`src/design/cbfa_pkg.sv`:
```
// ----------------------------------------------------------------------------
// cbfa_pkg
// shared constants for the contiguous block fit allocator
// ----------------------------------------------------------------------------
`default_nettype none

package cbfa_pkg;

  // default geometry
  localparam int NUM_BLOCKS_DEF = 16;
  localparam int SIZE_BITS_DEF  = 16;

  // fixed field widths
  localparam int OP_W     = 1;
  localparam int BLK_W    = 4;
  localparam int AMT_W    = 16;
  localparam int POLICY_W = 2;
  localparam int DATA_W   = 24;

  // operation codes
  localparam logic [OP_W-1:0] OP_LOAD  = 1'b0;
  localparam logic [OP_W-1:0] OP_ALLOC = 1'b1;

  // fit policy codes, the unused code acts as first fit
  localparam logic [POLICY_W-1:0] POLICY_FIRST = 2'd0;
  localparam logic [POLICY_W-1:0] POLICY_BEST  = 2'd1;
  localparam logic [POLICY_W-1:0] POLICY_WORST = 2'd2;

endpackage

`default_nettype wire

```
`src/design/contiguous_block_fit_allocator.sv`:
```
// ----------------------------------------------------------------------------
// contiguous_block_fit_allocator
// load word: taken while idle, loads may follow every cycle while no allocation is in progress
// allocate word: the scan reads the size ram through its single read port, one
//   entry per cycle, then ST_WRITE registers the result once the result slot
//   is free and returns to idle, where the next word is taken
// reset: synchronous rst_n clears policy, control and the per-entry valid
//   bits, so every block reads as free size zero with no clearing pass
// ----------------------------------------------------------------------------
`default_nettype none

module contiguous_block_fit_allocator #(
  parameter int NUM_BLOCKS = cbfa_pkg::NUM_BLOCKS_DEF,
  parameter int SIZE_BITS  = cbfa_pkg::SIZE_BITS_DEF
) (
  input  wire logic                          clk,
  input  wire logic                          rst_n,
  // configuration
  input  wire logic                          cfg_wr_en,
  input  wire logic [cbfa_pkg::POLICY_W-1:0] cfg_wr_data,
  // input words
  input  wire logic                          in_tvalid,
  output logic                               in_tready,
  input  wire logic [cbfa_pkg::DATA_W-1:0]   in_tdata,  // block_select[3:0], amount[19:4], zeros
  input  wire logic                          in_tuser,  // operation
  // result words
  output logic                               out_tvalid,
  input  wire logic                          out_tready,
  output logic      [cbfa_pkg::DATA_W-1:0]   out_tdata, // chosen_block[3:0], left_over[19:4], zeros
  output logic                               out_tuser  // placed
);

  localparam int IDX_W = $clog2(NUM_BLOCKS);
  localparam int CNT_W = IDX_W + 1;
  localparam int EXT_W = 64;
  localparam int BLK_W = cbfa_pkg::BLK_W;
  localparam int AMT_W = cbfa_pkg::AMT_W;

  // one-hot sequencer
  typedef enum logic [2:0] {
    ST_IDLE  = 3'b001,
    ST_SCAN  = 3'b010,
    ST_WRITE = 3'b100
  } state_t;

  state_t                       state_r, state_nxt;
  logic [cbfa_pkg::POLICY_W-1:0] policy_r, policy_nxt;
  logic [NUM_BLOCKS-1:0]        valid_r, valid_nxt;    // entry written since reset
  logic [CNT_W-1:0]             cnt_r, cnt_nxt;        // next entry to read
  logic                         rd_pend_r, rd_pend_nxt;
  logic                         valid_rd_r, valid_rd_nxt;
  logic [IDX_W-1:0]             rd_idx_r, rd_idx_nxt;
  logic [SIZE_BITS-1:0]         amt_r, amt_nxt;        // request size
  logic                         found_r, found_nxt;
  logic [IDX_W-1:0]             pick_r, pick_nxt;
  logic [SIZE_BITS-1:0]         best_r, best_nxt;      // size of current pick
  logic                         out_valid_r, out_valid_nxt;
  logic                         out_placed_r, out_placed_nxt;
  logic [BLK_W-1:0]             out_blk_r, out_blk_nxt;
  logic [AMT_W-1:0]             out_left_r, out_left_nxt;

  // input fields
  logic                         in_op;
  logic [BLK_W-1:0]             in_blk;
  logic [AMT_W-1:0]             in_amt;
  logic                         in_acc;
  logic [8:0]                   sel_ext;
  logic                         sel_ok;
  logic [SIZE_BITS-1:0]         in_amt_m;

  // ram ports
  logic                         ram_we;
  logic [IDX_W-1:0]             ram_waddr;
  logic [SIZE_BITS-1:0]         ram_wdata;
  logic                         ram_re;
  logic [SIZE_BITS-1:0]         ram_rdata;

  // scan datapath
  logic [SIZE_BITS-1:0]         cur_size;
  logic                         fits;
  logic                         take;
  logic [SIZE_BITS-1:0]         left;
  logic [EXT_W-1:0]             left_ext;
  logic [8:0]                   pick_ext;
  logic                         out_free;

  assign in_op    = in_tuser;
  assign in_blk   = in_tdata[BLK_W-1:0];
  assign in_amt   = in_tdata[BLK_W+AMT_W-1:BLK_W];
  assign in_acc   = in_tvalid && in_tready;
  assign sel_ext  = 9'(in_blk);
  // loads beyond the last block are dropped
  assign sel_ok   = sel_ext < 9'(NUM_BLOCKS);
  // amount masked to the stored size width
  assign in_amt_m = SIZE_BITS'(in_amt);

  assign in_tready  = (state_r == ST_IDLE);
  assign out_free   = !out_valid_r || out_tready;

  // entries that were never written read as zero
  assign cur_size = valid_rd_r ? ram_rdata : '0;
  assign fits     = cur_size >= amt_r;

  // ties keep the lower index since only strict improvements replace the pick
  always_comb begin
    take = 1'b0;
    if (rd_pend_r && fits) begin
      if (!found_r) begin
        take = 1'b1;
      end else begin
        case (policy_r)
          cbfa_pkg::POLICY_BEST:  take = cur_size < best_r;
          cbfa_pkg::POLICY_WORST: take = cur_size > best_r;
          default:                take = 1'b0;
        endcase
      end
    end
  end

  assign left     = best_r - amt_r;
  assign left_ext = EXT_W'(left);
  assign pick_ext = 9'(pick_r);

  // ram access: loads write at accept, allocations write back in ST_WRITE
  assign ram_re = (state_r == ST_SCAN) && (cnt_r != CNT_W'(NUM_BLOCKS));

  always_comb begin
    ram_we    = 1'b0;
    ram_waddr = sel_ext[IDX_W-1:0];
    ram_wdata = in_amt_m;
    if (in_acc && in_op == cbfa_pkg::OP_LOAD && sel_ok) begin
      ram_we = 1'b1;
    end else if (state_r == ST_WRITE && found_r) begin
      ram_we    = 1'b1;
      ram_waddr = pick_r;
      ram_wdata = left;
    end
  end

  always_comb begin
    state_nxt      = state_r;
    policy_nxt     = policy_r;
    valid_nxt      = valid_r;
    cnt_nxt        = cnt_r;
    rd_pend_nxt    = ram_re;
    valid_rd_nxt   = valid_r[cnt_r[IDX_W-1:0]];
    rd_idx_nxt     = cnt_r[IDX_W-1:0];
    amt_nxt        = amt_r;
    found_nxt      = found_r;
    pick_nxt       = pick_r;
    best_nxt       = best_r;
    out_valid_nxt  = out_valid_r && !out_tready;
    out_placed_nxt = out_placed_r;
    out_blk_nxt    = out_blk_r;
    out_left_nxt   = out_left_r;

    if (cfg_wr_en) begin
      policy_nxt = cfg_wr_data;
    end

    if (ram_we) begin
      valid_nxt[ram_waddr] = 1'b1;
    end

    if (take) begin
      found_nxt = 1'b1;
      pick_nxt  = rd_idx_r;
      best_nxt  = cur_size;
    end

    unique case (state_r)
      ST_IDLE: begin
        if (in_acc && in_op == cbfa_pkg::OP_ALLOC) begin
          amt_nxt   = in_amt_m;
          found_nxt = 1'b0;
          cnt_nxt   = '0;
          state_nxt = ST_SCAN;
        end
      end
      ST_SCAN: begin
        if (ram_re) begin
          cnt_nxt = cnt_r + CNT_W'(1);
        end else begin
          // last read data is judged in this cycle
          state_nxt = ST_WRITE;
        end
      end
      ST_WRITE: begin
        // write-back repeats harmlessly while the result slot is busy
        if (out_free) begin
          out_valid_nxt  = 1'b1;
          out_placed_nxt = found_r;
          out_blk_nxt    = found_r ? pick_ext[BLK_W-1:0] : '0;
          out_left_nxt   = found_r ? left_ext[AMT_W-1:0] : '0;
          state_nxt      = ST_IDLE;
        end
      end
      default: begin
        state_nxt = ST_IDLE;
      end
    endcase
  end

  always_ff @(posedge clk) begin
    if (!rst_n) begin
      state_r     <= ST_IDLE;
      policy_r    <= cbfa_pkg::POLICY_FIRST;
      valid_r     <= '0;
      cnt_r       <= '0;
      rd_pend_r   <= 1'b0;
      found_r     <= 1'b0;
      out_valid_r <= 1'b0;
    end else begin
      state_r     <= state_nxt;
      policy_r    <= policy_nxt;
      valid_r     <= valid_nxt;
      cnt_r       <= cnt_nxt;
      rd_pend_r   <= rd_pend_nxt;
      found_r     <= found_nxt;
      out_valid_r <= out_valid_nxt;
    end
  end

  // payload registers
  always_ff @(posedge clk) begin
    valid_rd_r   <= valid_rd_nxt;
    rd_idx_r     <= rd_idx_nxt;
    amt_r        <= amt_nxt;
    pick_r       <= pick_nxt;
    best_r       <= best_nxt;
    out_placed_r <= out_placed_nxt;
    out_blk_r    <= out_blk_nxt;
    out_left_r   <= out_left_nxt;
  end

  // free size table
  cbfa_ram #(
    .WIDTH (SIZE_BITS),
    .DEPTH (NUM_BLOCKS)
  ) u_sizes (
    .clk     (clk),
    .wr_en   (ram_we),
    .wr_addr (ram_waddr),
    .wr_data (ram_wdata),
    .rd_en   (ram_re),
    .rd_addr (cnt_r[IDX_W-1:0]),
    .rd_data (ram_rdata)
  );

  assign out_tvalid = out_valid_r;
  assign out_tuser  = out_placed_r;
  assign out_tdata  = {{(cbfa_pkg::DATA_W-BLK_W-AMT_W){1'b0}}, out_left_r, out_blk_r};

  // checks

  a_noplace_zero: assert property (@(posedge clk) disable iff (!rst_n)
    out_tvalid && !out_tuser |-> out_tdata == '0)
    else $error("unplaced result carries nonzero data");

  a_cnt_range: assert property (@(posedge clk) disable iff (!rst_n)
    cnt_r <= CNT_W'(NUM_BLOCKS))
    else $error("scan counter past last block");

  a_pend_in_scan: assert property (@(posedge clk) disable iff (!rst_n)
    rd_pend_r |-> state_r == ST_SCAN)
    else $error("read data pending outside scan");

  a_alloc_busy: assert property (@(posedge clk) disable iff (!rst_n)
    in_tvalid && in_tready && in_tuser |=> !in_tready)
    else $error("input taken during allocation");

  a_pick_range: assert property (@(posedge clk) disable iff (!rst_n)
    found_r |-> 9'(pick_r) < 9'(NUM_BLOCKS))
    else $error("pick beyond last block");

endmodule

`default_nettype wire

```
`src/design/cbfa_ram.sv`:
```
// ----------------------------------------------------------------------------
// cbfa_ram
// generic single write port, single read port ram with registered read
// ----------------------------------------------------------------------------
`default_nettype none

module cbfa_ram #(
  parameter int WIDTH = 16,
  parameter int DEPTH = 16
) (
  input  wire logic                     clk,
  input  wire logic                     wr_en,
  input  wire logic [$clog2(DEPTH)-1:0] wr_addr,
  input  wire logic [WIDTH-1:0]         wr_data,
  input  wire logic                     rd_en,
  input  wire logic [$clog2(DEPTH)-1:0] rd_addr,
  output logic      [WIDTH-1:0]         rd_data
);

  logic [WIDTH-1:0] mem_r [DEPTH];

  always_ff @(posedge clk) begin
    if (wr_en) begin
      mem_r[wr_addr] <= wr_data;
    end
  end

  always_ff @(posedge clk) begin
    if (rd_en) begin
      rd_data <= mem_r[rd_addr];
    end
  end

endmodule

`default_nettype wire
```
`config.mk`:
```
export PLATFORM = sky130hd
export DESIGN_NAME = contiguous_block_fit_allocator
export DESIGN_NICKNAME = d
export VERILOG_FILES = /design/src/design/cbfa_pkg.sv /design/src/design/contiguous_block_fit_allocator.sv /design/src/design/cbfa_ram.sv
export SDC_FILE = /design/constraint.sdc
export NUM_CORES = 1
export LEC_CHECK = 0
export ABC_AREA = 1
export BUFFER_PORTS_ARGS = -buffer_cell sky130_fd_sc_hd__buf_2
export CORE_MARGIN = 2
export CORE_UTILIZATION = 45
export CTS_CLUSTER_DIAMETER = 200
export DETAILED_ROUTE_END_ITERATION = 10
export SKIP_LAST_GASP = 1
export SYNTH_ARGS = -nofsm -noshare
export SYNTH_HDL_FRONTEND = slang
export SYNTH_SLANG_ARGS = --single-unit
```
`constraint.sdc`:
```
create_clock -name clk -period 3.9 [get_ports clk]
set_clock_uncertainty 0.15 [all_clocks]
set_input_delay 0.39 -clock clk [delete_from_list [all_inputs] [get_ports clk]]
set_output_delay 0.39 -clock clk [all_outputs]
set_load 0.02 [all_outputs]
```
==> results.md <==
* Area Overhead vs Synth at 15.9%
* Die X at 189 um
* Worst-path clk slew at 60 ps
* Final setup fails at 0
* CTS Hold Bufs at 19
* R2r setup slk at 670 ps
* Post-route ant nets at 0
* Post-Syn Instances at 1340
* Slew HR at 0.0998
* Worst-Skew Late Latency at 540 ps
* CP required at 3850 ps
* Leakage at 6.77 nW
* Fin nets at 1520
* Pin count of the biggest net entering global routing at 76
* Post-CTS Resized at 0
* Final setup margin at 665 ps
* Final hold violations at 0
* FF-to-FF Start: best_r[2]
* DR vias at 10196
* Critical path class: register to register
* FF-to-FF End: u_sizes.mem_r[1][11]
* Final instance area at 17900 sq um
* Synth Cell Area at 15400 sq um
* HPWL Detailed at 22600 um
* Minimum clock period at 3230 ps
* Tot GR Track Use at 0.205
* Hold path depth at 3
* HP Class: primary input to register
* CORE AREA at 33600 sq um
* Clk root buf: clkbuf_16
* First-pass GRT wire length at 55700 um
* DR WL/cell at 19.1 um
* Crit Path Max Fanout at 16
* Top FF cell, synth: edfxtp_1
* Worst-margin pin slew at 1350 ps
* HP Start: cfg_wr_data[0]
* Total power at 9.54 mW
* Post-Syn Area per Cell at 11.5 sq um
* Placed Cells at 1827
* FFs w/ async S/R, synth at 0
* Yosys warns at 0
* Max IR drop VDD at 389 uV
* Number of core rows at 67
* Final non-filler cell total at 1917
* # clock sinks at 363
* Slew Limit Fails at 0
* Register area share after synthesis at 0.684
* Number of synthesized flops with an enable pin at 329
* Worst Hold End: policy_r[0]
* Period utilization at 0.829
* Core Util, Final at 0.532
* Post-place setup slack at 772 ps
* Area post-placement at 16400 sq um
* R2R depth at 9
* I/O Buffers at 50
* Hold slack at 14.8 ps
* Seq cells post-synth at 363
* Starting Density at 0.459
* PD cells at 533 nW/um^2
* Router iterations before antenna repair at 5
* WP data arrival at 3190 ps
* Fin Setup TNS at 0 ps
* CTS tree: yes
* CP Launch Point: best_r[2]
* Max-cap violation count at 0
* CTS Buffer Depth at 3
* RSZ-0062 raised after global routing: false
* Status: finished clean
* Top Ports at 59
* Worst Setup End Kind: register
* GR Overflow Total at 0
* Number of global-route vias before repair at 9617
* CTS buffer count at 39
* Initial antenna violation count at 0
* DRC Markers at 0
* H-tree levels at 2
* Startpoint types: register
* Vias per inst at 5.32
* Layout cells sized above 1 at 0.134
* Final WL at 36700 um
* Postcts setup bufs at 0
* Synth unique cells at 40
* Die Height at 189 um
* Initial DRC Count at 965
* Maximum clock frequency at 309 MHz
* ANT cells at 0
* Die area at 35800 sq um
* GP Congestion at 0.886
-- flip-flops by register name, indices dropped and copies added, names as in the netlist --
| register | cells |
|---|---|
| out_blk_r | 4 |
| cnt_r | 5 |
| out_left_r | 16 |
| u_sizes.rd_data | 16 |
| rd_pend_r | 1 |
| pick_r | 4 |
| out_tvalid | 1 |
| u_sizes.mem_r | 256 |
| best_r | 16 |
| rd_idx_r | 4 |
| policy_r | 2 |
| valid_rd_r | 1 |
| amt_r | 16 |
| out_tuser | 1 |
| valid_r | 16 |
| found_r | 1 |
| state_r | 3 |
-- worst max-delay path by stage --
stage | endpoint | slack, ps | depth (start not counted)
2_1_floorplan | best_r[0] | 570 | 14
3_3_place_gp | u_sizes.mem_r[0][11] | 860 | 9
5_1_grt | u_sizes.mem_r[15][11] | 620 | 10
6_report | u_sizes.mem_r[1][11] | 670 | 9
4_1_cts | u_sizes.mem_r[11][11] | 750 | 9
3_5_place_dp | u_sizes.mem_r[3][11] | 770 | 9
-- logic make-up after synthesis --
| family | share of synthesized area |
|---|---|
| xor gates and xnor gates | 0.00681 |
| other | 0.000243 |
| and+or+nand+nor | 0.122 |
| DFF | 0.684 |
| buffers and inverters | 0.0421 |
| adders and majority gates | 0.0402 |
| AOI/OAI and AO/OA | 0.105 |
-- power by group --
part | total [mW] | switching (mW) | internal, mW
combinational | 1.47 | 1.01 | 0.459
sequential | 4.44 | 0.0542 | 4.38
clock | 3.63 | 1.51 | 2.12
-- per-layer routing --
metal  vias to the layer above  share of wire  GRT usage
li1                       4932              -          -
met1                      4914           0.47      0.297
met2                       290           0.46      0.327
met3                        60          0.054     0.0276
met4                         0          0.020     0.0511
met5                         -              0          0
-- synth_stat cells, drive strengths merged (2+ instances only) --
cell type	n	area, sq um
edfxtp	329	9880
nor2	217	861
o21ai	173	881
nand2	171	642
inv	107	402
o22ai	68	425
clkbuf	54	203
ha	48	601
a21oi	42	210
dfxtp	34	681
nand3	24	125
nand4	19	119
nor3	11	81.3
buf	6	37.5
or2	6	37.5
xnor2	6	52.6
xor2	6	52.6
a21o	3	22.5
a211oi	2	15.0
clkinv	2	7.51
o21a	2	15.0
o31ai	2	15.0
-- layout by cell type, fill, tap and decap left out, types with 11 or more instances in the layout --
cell             n
edfxtp_1       329
nor2_1         197
nand2_1        171
o21ai_0        165
inv_1           94
o22ai_1         68
buf_2           50
ha_1            48
buf_4           42
a21oi_1         40
clkbuf_16       39
dfxtp_1         32
nand3_1         23
nand4_1         19
nor2_2          19
dlygate4sd3_1   19
clkinv_1        14
inv_2           11
-- area by class of cell --
cell class                 count  area (sq um)
clock buffer                  46          1000
clock inverter                25           253
fill                        2912         15700
inverter                     109           410
multi-input combinational    811          4260
sequential                   363         10600
tap                          448           561
timing repair buffer         115           836
-- worst max-delay path: stages (launching register included) --
cell and delay, ps:
edfxtp_1 420, ha_1 370, nand3_1 90, nand2_1 110
a21oi_1 180, o21ai_0 530, a21oi_1 160, or2_2 310
nand3_1 70, nand2_1 400
Power figures use the tool's default switching activity.
